--- src/rtl/core/csh_pkg.sv ---
// Shared types and codes for the curtain stepper homing controller.
package csh_pkg;

    typedef enum logic [6:0] {
        MODE_STOPPED   = 7'b0000001,
        MODE_CLOSED    = 7'b0000010,
        MODE_OPEN      = 7'b0000100,
        MODE_OPENING   = 7'b0001000,
        MODE_CLOSING   = 7'b0010000,
        MODE_CALIBRATE = 7'b0100000,
        MODE_PENDING   = 7'b1000000
    } mode_t;

    localparam logic [2:0] MS_STOPPED   = 3'd0;
    localparam logic [2:0] MS_CLOSED    = 3'd1;
    localparam logic [2:0] MS_OPEN      = 3'd2;
    localparam logic [2:0] MS_OPENING   = 3'd3;
    localparam logic [2:0] MS_CLOSING   = 3'd4;
    localparam logic [2:0] MS_CALIBRATE = 3'd5;
    localparam logic [2:0] MS_PENDING   = 3'd6;

    localparam logic [2:0] OP_NONE      = 3'd0;
    localparam logic [2:0] OP_OPEN      = 3'd1;
    localparam logic [2:0] OP_CLOSE     = 3'd2;
    localparam logic [2:0] OP_STOP      = 3'd3;
    localparam logic [2:0] OP_CALIBRATE = 3'd4;
    localparam logic [2:0] OP_POWER_CHK = 3'd5;

    localparam logic CFG_MAX_STEPS = 1'b0;
    localparam logic CFG_CLOSE_DIR = 1'b1;

    localparam int MAX_STEPS_W = 23;
    localparam logic [MAX_STEPS_W-1:0] MAX_STEPS_RST = 23'd10000;

    function automatic logic [2:0] mode_code(input mode_t m);
        logic [2:0] c;
        case (m)
            MODE_STOPPED:   c = MS_STOPPED;
            MODE_CLOSED:    c = MS_CLOSED;
            MODE_OPEN:      c = MS_OPEN;
            MODE_OPENING:   c = MS_OPENING;
            MODE_CLOSING:   c = MS_CLOSING;
            MODE_CALIBRATE: c = MS_CALIBRATE;
            default:        c = MS_PENDING;
        endcase
        return c;
    endfunction

endpackage

--- src/rtl/core/curtain_stepper_homing_fsm.sv ---
// Curtain stepper homing controller: mode machine, step issue and position tracking.
//
//  channel | direction | handshake          | payload
//  s_      | in        | s_tvalid/s_tready  | operation, switch_closed, pulse_busy
//  m_      | out       | m_tvalid/m_tready  | motor_state, enable, dir, step_fire, position
//  cfg_    | in        | cfg_valid/cfg_ready| cfg_index, cfg_data
//
// One item per cycle while s_tready is high; the result is in the output register in the cycle after acceptance.
// The whole control step is one combinational pass from the state registers.
// aresetn (synchronous, active low) returns all modes, flags and config to defaults.
// s_tready drops only while a result is held and m_tready is low; cfg_ready is always high.
module curtain_stepper_homing_fsm
    import csh_pkg::*;
#(
    parameter int STEP_INC        = 1,
    parameter int SOFT_STOP_LIMIT = 500,
    parameter int POS_WIDTH       = 24
) (
    input  logic                   aclk,
    input  logic                   aresetn,
    input  logic                   s_tvalid,
    output logic                   s_tready,
    // [2:0] operation, [3] switch_closed, [4] pulse_busy
    input  logic [7:0]             s_tdata,
    output logic                   m_tvalid,
    input  logic                   m_tready,
    // [2:0] motor_state, [3] enable_level, [4] dir_level, [5] step_fire, [..:6] position
    output logic [((6 + POS_WIDTH + 7) / 8) * 8-1:0] m_tdata,
    input  logic                   cfg_valid,
    output logic                   cfg_ready,
    input  logic                   cfg_index,
    input  logic [MAX_STEPS_W-1:0] cfg_data
);

    localparam int OUT_W = ((6 + POS_WIDTH + 7) / 8) * 8;
    localparam int CW = ((POS_WIDTH > 24) ? POS_WIDTH : 24) + 2;
    localparam logic signed [CW-1:0] POS_HI = CW'((64'sd1 <<< (POS_WIDTH - 1)) - 64'sd1);
    localparam logic signed [CW-1:0] POS_LO = -POS_HI - CW'(1);
    localparam logic signed [CW-1:0] SOFT_NEG = -CW'(SOFT_STOP_LIMIT);
    localparam logic signed [CW-1:0] INC = CW'(STEP_INC);

    logic [MAX_STEPS_W-1:0] max_steps_reg;
    logic                   close_dir_reg;

    mode_t                  cur_reg, cur_next;
    mode_t                  tgt_reg, tgt_next;
    logic [POS_WIDTH-1:0]   pos_reg, pos_next;
    logic                   home_reg, home_next;
    logic                   oah_reg, oah_next;
    logic                   enable_reg, enable_next;
    logic                   dir_reg, dir_next;
    logic                   fire_next;

    logic                   m_tvalid_reg;
    logic [OUT_W-1:0]       m_tdata_reg;

    logic [2:0]             op;
    logic                   sw;
    logic                   busy;
    logic                   in_acc;

    assign op   = s_tdata[2:0];
    assign sw   = s_tdata[3];
    assign busy = s_tdata[4];

    assign s_tready  = !m_tvalid_reg || m_tready;
    assign in_acc    = s_tvalid && s_tready;
    assign m_tvalid  = m_tvalid_reg;
    assign m_tdata   = m_tdata_reg;
    assign cfg_ready = 1'b1;

    always_comb begin
        logic                 toward;
        logic signed [CW-1:0] pos_ext;
        logic signed [CW-1:0] sum;
        logic signed [CW-1:0] sat;

        cur_next    = cur_reg;
        tgt_next    = tgt_reg;
        pos_next    = pos_reg;
        home_next   = home_reg;
        oah_next    = oah_reg;
        enable_next = enable_reg;
        dir_next    = dir_reg;
        fire_next   = 1'b0;

        case (op)
            OP_OPEN:      tgt_next = MODE_OPENING;
            OP_CLOSE:     tgt_next = MODE_CLOSING;
            OP_STOP:      tgt_next = MODE_STOPPED;
            OP_CALIBRATE: tgt_next = MODE_CALIBRATE;
            OP_POWER_CHK: begin
                enable_next = 1'b1;
                if (!sw) begin
                    tgt_next = MODE_CALIBRATE;
                end else begin
                    home_next = 1'b1;
                end
            end
            default: ;
        endcase

        if (home_next) begin
            pos_next    = '0;
            home_next   = 1'b0;
            cur_next    = MODE_CLOSED;
            tgt_next    = MODE_CLOSED;
            enable_next = 1'b1;
            if (oah_next) begin
                tgt_next = MODE_OPENING;
                oah_next = 1'b0;
            end
        end

        if (((cur_next == MODE_CLOSING || cur_next == MODE_CLOSED || cur_next == MODE_STOPPED)
                && tgt_next == MODE_OPENING) ||
            ((cur_next == MODE_OPENING || cur_next == MODE_OPEN || cur_next == MODE_STOPPED)
                && tgt_next == MODE_CLOSING) ||
            tgt_next == MODE_CALIBRATE) begin
            if (tgt_next == MODE_OPENING && !sw) begin
                oah_next = 1'b1;
                cur_next = MODE_CALIBRATE;
            end else begin
                cur_next = tgt_next;
            end
            tgt_next    = MODE_PENDING;
            enable_next = 1'b0;
        end else if ((cur_next == MODE_OPENING && tgt_next == MODE_OPEN) ||
                     (cur_next == MODE_CLOSING && tgt_next == MODE_CLOSED) ||
                     tgt_next == MODE_STOPPED) begin
            cur_next    = tgt_next;
            tgt_next    = MODE_PENDING;
            enable_next = 1'b1;
        end

        toward  = (cur_next == MODE_CLOSING) || (cur_next == MODE_CALIBRATE);
        pos_ext = CW'($signed(pos_next));
        sum     = toward ? (pos_ext - INC) : (pos_ext + INC);
        if (sum > POS_HI) begin
            sat = POS_HI;
        end else if (sum < POS_LO) begin
            sat = POS_LO;
        end else begin
            sat = sum;
        end

        if ((toward || cur_next == MODE_OPENING) && !busy) begin
            dir_next = toward ? close_dir_reg : !close_dir_reg;
            if (sw && toward) begin
                home_next = 1'b1;
            end else begin
                fire_next = 1'b1;
                pos_next  = sat[POS_WIDTH-1:0];
                if (sat >= $signed({{(CW - MAX_STEPS_W){1'b0}}, max_steps_reg})) begin
                    tgt_next = MODE_OPEN;
                end
                if (sat < SOFT_NEG && cur_next != MODE_CALIBRATE) begin
                    home_next = 1'b1;
                end
            end
        end
    end

    always_ff @(posedge aclk) begin
        if (!aresetn) begin
            max_steps_reg <= MAX_STEPS_RST;
            close_dir_reg <= 1'b0;
            cur_reg       <= MODE_STOPPED;
            tgt_reg       <= MODE_STOPPED;
            pos_reg       <= '0;
            home_reg      <= 1'b0;
            oah_reg       <= 1'b0;
            enable_reg    <= 1'b1;
            dir_reg       <= 1'b0;
            m_tvalid_reg  <= 1'b0;
        end else begin
            if (cfg_valid) begin
                case (cfg_index)
                    CFG_MAX_STEPS: max_steps_reg <= cfg_data;
                    CFG_CLOSE_DIR: close_dir_reg <= cfg_data[0];
                    default: ;
                endcase
            end
            if (in_acc) begin
                cur_reg    <= cur_next;
                tgt_reg    <= tgt_next;
                pos_reg    <= pos_next;
                home_reg   <= home_next;
                oah_reg    <= oah_next;
                enable_reg <= enable_next;
                dir_reg    <= dir_next;
            end
            if (in_acc) begin
                m_tvalid_reg <= 1'b1;
            end else if (m_tready) begin
                m_tvalid_reg <= 1'b0;
            end
        end
    end

    always_ff @(posedge aclk) begin
        if (in_acc) begin
            m_tdata_reg <= OUT_W'({pos_next, fire_next, dir_next, enable_next,
                                   mode_code(cur_next)});
        end
    end

endmodule

--- config.mk ---
export PLATFORM = sky130hd
export DESIGN_NAME = curtain_stepper_homing_fsm
export DESIGN_NICKNAME = d
export VERILOG_FILES = /design/src/rtl/core/csh_pkg.sv /design/src/rtl/core/curtain_stepper_homing_fsm.sv
export SDC_FILE = /design/constraint.sdc
export NUM_CORES = 1
export LEC_CHECK = 0
export BUFFER_PORTS_ARGS = -buffer_cell sky130_fd_sc_hd__buf_2
export CAP_MARGIN = 20
export CORE_MARGIN = 5
export CORE_UTILIZATION = 40
export CTS_BUF_LIST = sky130_fd_sc_hd__clkbuf_4
export CTS_CLUSTER_DIAMETER = 40
export DETAILED_ROUTE_END_ITERATION = 8
export PLACE_DENSITY = 0.69
export SETUP_SLACK_MARGIN = 0.02
export SLEW_MARGIN = 20
export SYNTH_ARGS = -nofsm -noshare
export SYNTH_HDL_FRONTEND = slang
export SYNTH_SLANG_ARGS = --single-unit
--- constraint.sdc ---
create_clock -name aclk -period 27.2 [get_ports aclk]
set_input_delay 2.72 -clock aclk [delete_from_list [all_inputs] [get_ports aclk]]
set_output_delay 2.72 -clock aclk [all_outputs]
set_load 0.1 [all_outputs]
==> results.json, run 1 <==
{
  "ios": 72,
  "synth_warnings": 0,
  "drt.antenna.violating_nets": 0,
  "maxCapViolations": 0,
  "cts_root_buf": "clkbuf_4",
  "clk_pin_slew_ns": 0.15,
  "post-route-util": 0.441,
  "hold_violations": 0,
  "gp_congestion": 0.908,
  "grt_pass1_vias": 5775,
  "fmax_mhz": 88.7,
  "power_uw": 387,
  "post-cts-setup-buffers": 0,
  "arrival_ns": 11.65,
  "synthFlopType": "dfxtp_1",
  "cts_tree": "built",
  "met2_usage": 0.270,
  "syn-cell-area_sq_mm": 0.00697,
  "post_drt_wl_per_cell_microns": 16.3,
  "h-tree-depth": 3,
  "start_util": 0.406,
  "use_met3": 0.0218,
  "maxSlewViolCount": 0,
  "postCtsResizedCells": 0,
  "die_w_microns": 142,
  "final_common_cell": "nand2_1",
  "cp-end-kind": "flip-flop",
  "dieHeight_microns": 142,
  "post-route-drc-count": 0,
  "largest_reg_flops": 30,
  "drive_above_1_share": 0.148,
  "cts_buffer_depth": 2,
  "ctsHoldBuffers": 0,
  "dp_hpwl_mm": 13.4,
  "slew_headroom": 0.356,
  "grtUsageMet1": 0.269,
  "clock-sinks": 97,
  "dieArea_sq_mm": 0.0202,
  "nFillCells": 1741,
  "areaGrowthSynthToFinish_pct": 8.63,
  "synthArstFlopShare": 0,
  "grt_pass1_wl_mm": 29.6,
  "seq_area_frac_synth": 0.322,
  "setup_tns_ns": 0,
  "syn_inst": 851,
  "required_ns": 27.57,
  "fin_cells": 1117,
  "via_count": 6213,
  "postLayoutCellArea_sq_mm": 0.00757,
  "hp-class": "reg -> reg",
  "worstPathMaxFanout": 26,
  "setup_viol": 0,
  "portBuffers": 65,
  "power_density_mw_per_mm2": 51.1,
  "status": "complete, no violations",
  "core_sq_mm": 0.0172,
  "num_rows": 48,
  "leakage_uw": 0.00324,
  "dpl-instance-area_sq_mm": 0.00740,
  "ir_drop_v": 0.0000265,
  "grt_usage": 0.182,
  "placed_cells_incl_taps": 1100,
  "yosys_register_bits": 97,
  "crit_type": "in -> reg",
  "synthDistinctLibCells": 83,
  "antenna_found_initial": 1,
  "drtIter0Drc": 582,
  "busiest_layer": "met2",
  "worst_pin_slew_ns": 0.967,
  "clkLatencyLatePin_ns": 0.49,
  "via_per_inst": 5.56,
  "wl_mm": 18.2,
  "numCtsBuffers": 9,
  "gr-total-overflow": 0,
  "grt_max_degree": 51,
  "rsz0062_at_grt": "no",
  "drtPass1Iterations": 7,
  "finalCritPeriodShare": 0.415,
  "reg2reg_depth": 27,
  "layout_common_cells": "nand2_1 (134), a21oi_1 (73), dfxtp_1 (67), buf_2 (65), o21ai_0 (63)",
  "synth_area_per_cell_sq_um": 8.19,
  "critPathLaunchType": "input port",
  "fin_skew_ns": 0.0213,
  "layout.nets": 969,
  "period_needed_ns": 11.28,
  "worstHoldPathCells": 2,
  "synth-edff-count": 30,
  "reg2reg_setup_slack_ns": 17.70
}
[Yosys cell counts (6+ instances only)]
| library cell | instances | share of area |
|---|---|---|
| o21bai_1 | 8 | 0.0086 |
| mux2_2 | 8 | 0.013 |
| buf_4 | 7 | 0.0075 |
| a211oi_1 | 8 | 0.0086 |
| nand4_1 | 7 | 0.0063 |
| nand2b_1 | 7 | 0.0063 |
| maj3_1 | 11 | 0.016 |
| o21a_1 | 6 | 0.0065 |
| a21o_1 | 15 | 0.016 |
| ha_1 | 45 | 0.081 |
| or3_1 | 8 | 0.0072 |
| edfxtp_1 | 30 | 0.13 |
| xor2_1 | 7 | 0.0088 |
| nor2b_1 | 8 | 0.0072 |
| o21ai_0 | 63 | 0.045 |
| o22ai_1 | 8 | 0.0072 |
| nand3_1 | 15 | 0.011 |
| dfxtp_1 | 67 | 0.19 |
| buf_2 | 10 | 0.0072 |
| nor3_1 | 17 | 0.012 |
| clkbuf_1 | 25 | 0.013 |
| o22ai_2 | 10 | 0.018 |
| and3_1 | 34 | 0.031 |
| nand2_1 | 134 | 0.072 |
| a31oi_1 | 7 | 0.0063 |
| o21ai_1 | 6 | 0.0043 |
| nor2_1 | 36 | 0.019 |
| xnor2_1 | 18 | 0.023 |
| o211ai_1 | 16 | 0.017 |
| o21ba_2 | 6 | 0.0086 |
| inv_1 | 50 | 0.027 |
| a21oi_1 | 73 | 0.052 |
[per-stage QoR]
| stage | hold WS [ns] | setup slack, ns |
|---|---|---|
| floorplan | 0.431 | 16.62 |
| global placement | 0.438 | 15.70 |
| detailed placement | 0.444 | 15.68 |
| CTS | 0.464 | 16.19 |
| global route | 0.484 | 15.36 |
| finish | 0.462 | 15.92 |
[cells by family (layout without fill, tap and decap cells)]
group,Yosys count,in the layout,synth area share
buf+inv,98,137,0.0605
compound gates,261,261,0.251
xor+xnor,25,25,0.0314
fa+ha+maj,57,57,0.0994
simple gates,303,303,0.222
other cells,2,4,0.00108
flops,97,97,0.322
mux,8,8,0.0129
[worst max-delay path, stage by stage]
cell and delay [ns]:
buf_2 0.17, nand4b_4 0.46, a21oi_4 0.41, a21oi_2 0.08, a21oi_1 0.18, and4b_1 0.34
o41ai_1 0.67, nor4b_4 0.30, buf_4 0.37, ha_1 0.36, a211oi_1 0.38, o21ai_0 0.25
a21oi_1 0.34, o21ai_0 0.22, a21oi_1 0.38, o21a_1 0.62, nor2_1 0.17, o21ai_0 0.70
inv_1 0.13, ha_1 0.33, nand4_1 0.09, or3_1 0.41, or4_1 0.54, o221a_2 0.26
a31oi_1 0.27, nor2_1 0.17, o21ai_0 0.22, a21oi_1 0.09
[final cells by class]
class,count,area [sq um],share of cell area
inverters,52,195,0.0258
well taps,225,282,0.0372
clock buffers,9,67.6,0.00892
diodes,1,2.50,0.000330
repair buffers,69,355,0.0469
clock inverters,7,93.8,0.0124
flip-flops and latches,97,2240,0.296
multi-input cells,657,4330,0.572
[report_power, final]
group | switching (uW) | internal, uW | total [uW] | leakage, uW
clock network | 50.4 | 37.2 | 87.7 | 0.0000840
logic | 96.2 | 41.2 | 137 | 0.00231
registers | 3.92 | 158 | 162 | 0.000847
total | 151 | 236 | 387 | 0.00324
[worst paths after layout]
kind,start,to
worst min-delay path,pos_reg[1]$_SDFFE_PN0P_,pos_reg[1]$_SDFFE_PN0P_
worst max register to register,home_reg$_SDFFE_PN0P_,tgt_reg[3]$_SDFFE_PN0P_
worst min register to register,pos_reg[1]$_SDFFE_PN0P_,pos_reg[1]$_SDFFE_PN0P_
worst max-delay path,s_tdata[1],tgt_reg[3]$_SDFFE_PN0P_
[per-layer routing]
metal | part of all wire | routed length, microns | vias up
met1 | 0.50 | 9140 | 2822
met3 | 0.055 | 1000 | 33
met2 | 0.42 | 7620 | 205
met5 | 0 | 0 | -
met4 | 0.025 | 461 | 0
li1 | - | - | 3153
(Power assumes the default switching activity.)
==> run 2: changes to the inputs <==
- PLACE_DENSITY: 0.69 -> 0.71
- clock period: 27.2 -> 9.4 ns (I/O delays scaled with it)
==> results.json, run 2 (synthesis gave the netlist of run 1 again) <==
{
  "status": "complete, no violations",
  "gp_congestion": 0.947,
  "hold_violations": 0,
  "gr-total-overflow": 0,
  "hp-class": "reg -> reg",
  "dr_wl_met3_mm": 1.11,
  "numCtsBuffers": 9,
  "die_w_microns": 142,
  "setup_viol": 0,
  "required_ns": 9.75,
  "power_density_mw_per_mm2": 147,
  "ir_drop_v": 0.0000745,
  "largest_reg_flops": 30,
  "drt.antenna.violating_nets": 0,
  "critPathLaunchType": "flip-flop",
  "slew_headroom": 0.363,
  "critical_path.slowest_cell": "dfxtp_1",
  "rsz0062_at_grt": "no",
  "core_sq_mm": 0.0172,
  "min_from": "max_steps_reg[21]$_SDFFE_PN0P_",
  "crit_type": "reg -> reg",
  "crit_buf_inv": 3,
  "r2r_start": "home_reg$_SDFFE_PN0P_",
  "leakage_uw": 0.00333,
  "wl_met1_mm": 9.06,
  "post-route-drc-count": 0,
  "maxSlewViolCount": 0,
  "postCtsResizedCells": 0,
  "cp.depth": 30,
  "clkLatencyLatePin_ns": 0.48,
  "finalCritPeriodShare": 0.895,
  "via_per_inst": 5.55,
  "ctsHoldBuffers": 0,
  "grt_max_degree": 47,
  "dp_hpwl_mm": 13.9,
  "cts_tree": "built",
  "drtIter0Drc": 488,
  "slowest_delay_ns": 0.75,
  "drtPass1Iterations": 5,
  "cp-end-kind": "flip-flop",
  "h-tree-depth": 3,
  "via_count": 6319,
  "clock-sinks": 97,
  "drive_above_1_share": 0.168,
  "dieHeight_microns": 142,
  "worst_pin_slew_ns": 0.955,
  "cp_common_cell": "o21ai_0",
  "fin_hold_ws_ns": 0.465,
  "worstHoldPathCells": 2,
  "nFillCells": 1740,
  "cts_root_buf": "clkbuf_4",
  "layout.nets": 990,
  "start_util": 0.406,
  "wl_met2_mm": 7.95,
  "grt_pass1_vias": 5891,
  "arrival_ns": 8.77,
  "clk_pin_slew_ns": 0.16,
  "maxCapViolations": 0,
  "crit_family": "compound AO/OA/AOI/OAI gates",
  "antenna_found_initial": 1,
  "areaGrowthSynthToFinish_pct": 10.8,
  "post-cts-setup-buffers": 0,
  "grt_usage": 0.182,
  "worstPathMaxFanout": 26,
  "reg2reg_depth": 30,
  "fmax_mhz": 119,
  "setup_tns_ns": 0,
  "num_rows": 48,
  "cts_buffer_depth": 2,
  "period_needed_ns": 8.41,
  "fin_skew_ns": 0.0207,
  "wl_mm": 18.5,
  "post_drt_wl_per_cell_microns": 16.3,
  "portBuffers": 65,
  "layout_common_cells": "nand2_1 (134), a21oi_1 (73), dfxtp_1 (67), buf_2 (65), o21ai_0 (63)",
  "ios": 72,
  "grt_pass1_wl_mm": 29.8,
  "crit_path_start": "home_reg$_SDFFE_PN0P_",
  "final_common_cell": "nand2_1",
  "top_layer": "met4",
  "dieArea_sq_mm": 0.0202
}
## run 2: area by class of cell
cell class                 count  area, sq um  share of cell area
timing repair buffer          90          513              0.0664
clock buffer                  10         75.1             0.00972
multi-input combinational    657         4330               0.561
tap                          225          282              0.0364
antenna                        1         2.50            0.000324
clock inverter                 6         82.6              0.0107
sequential                    97         2240               0.290
inverter                      52          195              0.0253
## run 2: stage by stage
step | setup slack (ns) | cells | area (sq um) | total power [uW] | utilization
floorplan | 0.599 | 852 | 6970 | 787 | -
global placement | 0.807 | 1121 | 7550 | 883 | 0.440
detailed placement | 0.884 | 1121 | 7560 | 888 | 0.440
CTS | 1.10 | 1137 | 7720 | 1140 | 0.449
global route | 0.367 | 1138 | 7730 | 1190 | 0.450
finish | 0.988 | 1138 | 7730 | 1130 | 0.450
## run 2: tightest hold or removal path: stages (launching register included)
cell	delay [ns]
dfxtp_1	0.34
nand2_1	0.05
a21oi_1	0.05
## run 2: per-layer routing
layer	vias up	track usage
met4	0	0.0626
met2	199	0.276
li1	3187	-
met3	30	0.0276
met5	-	0
met1	2903	0.266
## run 2: path summary, 6_finish.rpt
kind	endpoint	slack [ns]
max	tgt_reg[3]$_SDFFE_PN0P_	0.99
min	max_steps_reg[21]$_SDFFE_PN0P_	0.46
max reg2reg	tgt_reg[3]$_SDFFE_PN0P_	0.99
min reg2reg	max_steps_reg[21]$_SDFFE_PN0P_	0.46
## run 2: power by group
part / switching [uW] / internal, uW
clock: 142 / 110
sequential: 11.3 / 456
combinational: 283 / 132
total: 436 / 698
==> run 3: changes to the inputs <==
- REMOVE_ABC_BUFFERS: not set -> 1
- TNS_END_PERCENT: not set -> 1
==> results.json, run 3 (synthesis gave the netlist of run 1 again) <==
{
  "rsz0062_at_grt": "no",
  "p_int_uw": 675,
  "via_per_inst": 5.59,
  "areaGrowthSynthToFinish_pct": 9.87,
  "worst_pin_slew_ns": 0.986,
  "cp_common_cell": "o21ai_0",
  "period_needed_ns": 8.45,
  "multi_input_area_sq_mm": 0.00434,
  "post-cts-setup-buffers": 0,
  "reg2reg_depth": 30,
  "ctsHoldBuffers": 0,
  "grt_max_degree": 51,
  "slowest_delay_ns": 0.75,
  "nFillCells": 1769,
  "ir_drop_v": 0.0000578,
  "maxCapViolations": 0,
  "wl_mm": 17.9,
  "power.share.switching": 0.395,
  "setup_tns_ns": 0,
  "post_drt_wl_per_cell_microns": 15.9,
  "post-route-drc-count": 0,
  "critical_path.slowest_cell": "dfxtp_1",
  "critPathLaunchType": "flip-flop",
  "cts_buffer_depth": 2,
  "clk_pin_slew_ns": 0.16,
  "power_density_mw_per_mm2": 146,
  "setup_slack_ns": 0.953,
  "dieArea_sq_mm": 0.0202,
  "slew_headroom": 0.341,
  "power_uw": 1120,
  "antenna_found_initial": 1,
  "arrival_ns": 8.82,
  "core_sq_mm": 0.0172,
  "status": "complete, no violations",
  "holdPathEnd": "pos_reg[11]$_SDFFE_PN0P_",
  "post-route-util": 0.446,
  "postCtsResizedCells": 0,
  "drt.antenna.violating_nets": 0,
  "drtIter0Drc": 447,
  "grt_usage": 0.179,
  "via_count": 6306,
  "ios": 72,
  "maxSlewViolCount": 0,
  "required_ns": 9.77,
  "pre_cts_ws_ns": 0.779,
  "largest_reg_flops": 30,
  "reg2reg_to": "tgt_reg[3]$_SDFFE_PN0P_",
  "fin_skew_ns": 0.0208,
  "cts_tree": "built",
  "drtPass1Iterations": 5,
  "p_clk_frac": 0.214,
  "crit_type": "reg -> reg",
  "clock-sinks": 97,
  "layout_common_cells": "nand2_1 (134), a21oi_1 (73), dfxtp_1 (67), buf_2 (65), o21ai_0 (63)",
  "cp-end-kind": "flip-flop",
  "layout.nets": 980,
  "worstHoldPathCells": 2,
  "clkLatencyLatePin_ns": 0.50,
  "portBuffers": 65,
  "grt_pass1_wl_mm": 29.7,
  "reg2reg_setup_slack_ns": 0.95,
  "gr-total-overflow": 0,
  "leakage_uw": 0.00329,
  "drive_above_1_share": 0.160,
  "final_common_cell": "nand2_1",
  "grt_pass1_vias": 6057,
  "setup_viol": 0,
  "dp_hpwl_mm": 13.3,
  "fin_hold_ws_ns": 0.462,
  "worstPathMaxFanout": 26,
  "finalCritPeriodShare": 0.899,
  "seqPwrFrac": 0.419,
  "start_util": 0.406,
  "hp-class": "reg -> reg",
  "die_w_microns": 142,
  "hold_violations": 0,
  "cts_root_buf": "clkbuf_4",
  "switching_power_uw": 440,
  "num_rows": 48,
  "h-tree-depth": 3,
  "r2r_start": "home_reg$_SDFFE_PN0P_",
  "min_from": "pos_reg[11]$_SDFFE_PN0P_",
  "gp_congestion": 0.939,
  "seq_area_sq_mm": 0.00224,
  "fmax_mhz": 118,
  "dieHeight_microns": 142,
  "combPwrFrac": 0.367,
  "numCtsBuffers": 9
}
-- run 3: per-layer routing --
| layer | wire, microns | global-route usage | vias up |
|---|---|---|---|
| met1 | 8640 | 0.246 | 2964 |
| met2 | 8120 | 0.287 | 158 |
| met3 | 960 | 0.0346 | 14 |
| met4 | 223 | 0.0505 | 0 |
| li1 | - | - | 3170 |
| met5 | 0 | 0 | - |
-- run 3: power by group through the flow --
stage	Sequential (uW)	Combinational, uW	Clock [uW]
CTS	468	405	245
global route	471	445	262
floorplan	552	224	0
detailed placement	477	403	0
global placement	477	396	0
finish	468	409	238
-- run 3: worst max path at each step --
stage | slack [ns] | start | cells after the start | to
floorplan | 0.74 | s_tdata[1] | 27 | tgt_reg[1]$_SDFFE_PN0P_
global placement | 0.85 | s_tdata[3] | 29 | tgt_reg[3]$_SDFFE_PN0P_
detailed placement | 0.78 | s_tdata[3] | 30 | tgt_reg[3]$_SDFFE_PN0P_
CTS | 1.07 | home_reg$_SDFFE_PN0P_ | 30 | tgt_reg[3]$_SDFFE_PN0P_
global route | 0.42 | home_reg$_SDFFE_PN0P_ | 29 | tgt_reg[3]$_SDFFE_PN0P_
finish | 0.95 | home_reg$_SDFFE_PN0P_ | 30 | tgt_reg[3]$_SDFFE_PN0P_
-- run 3: layout make-up --
cell class	instances	share of cell area
inverter	52	0.0255
clock buffer	12	0.0118
antenna	1	0.000327
multi-input combinational	657	0.566
timing repair buffer	80	0.0598
tap	225	0.0368
clock inverter	4	0.00686
sequential	97	0.293
-- run 3: metrics by stage --
step	std cells	cell area (sq um)
floorplan	806	6750
global placement	1110	7480
detailed placement	1110	7480
CTS	1126	7620
global route	1128	7660
finish	1128	7660
-- run 3: critical path: cells and delay by family, from the launching register on --
kind,cells,cell delay (ns)
DFF,1,0.75
buffers and inverters,3,0.70
adders and majority gates,2,0.78
AOI/OAI and AO/OA,16,3.65
and+or+nand+nor,8,2.16
xor gates and xnor gates,1,0.27
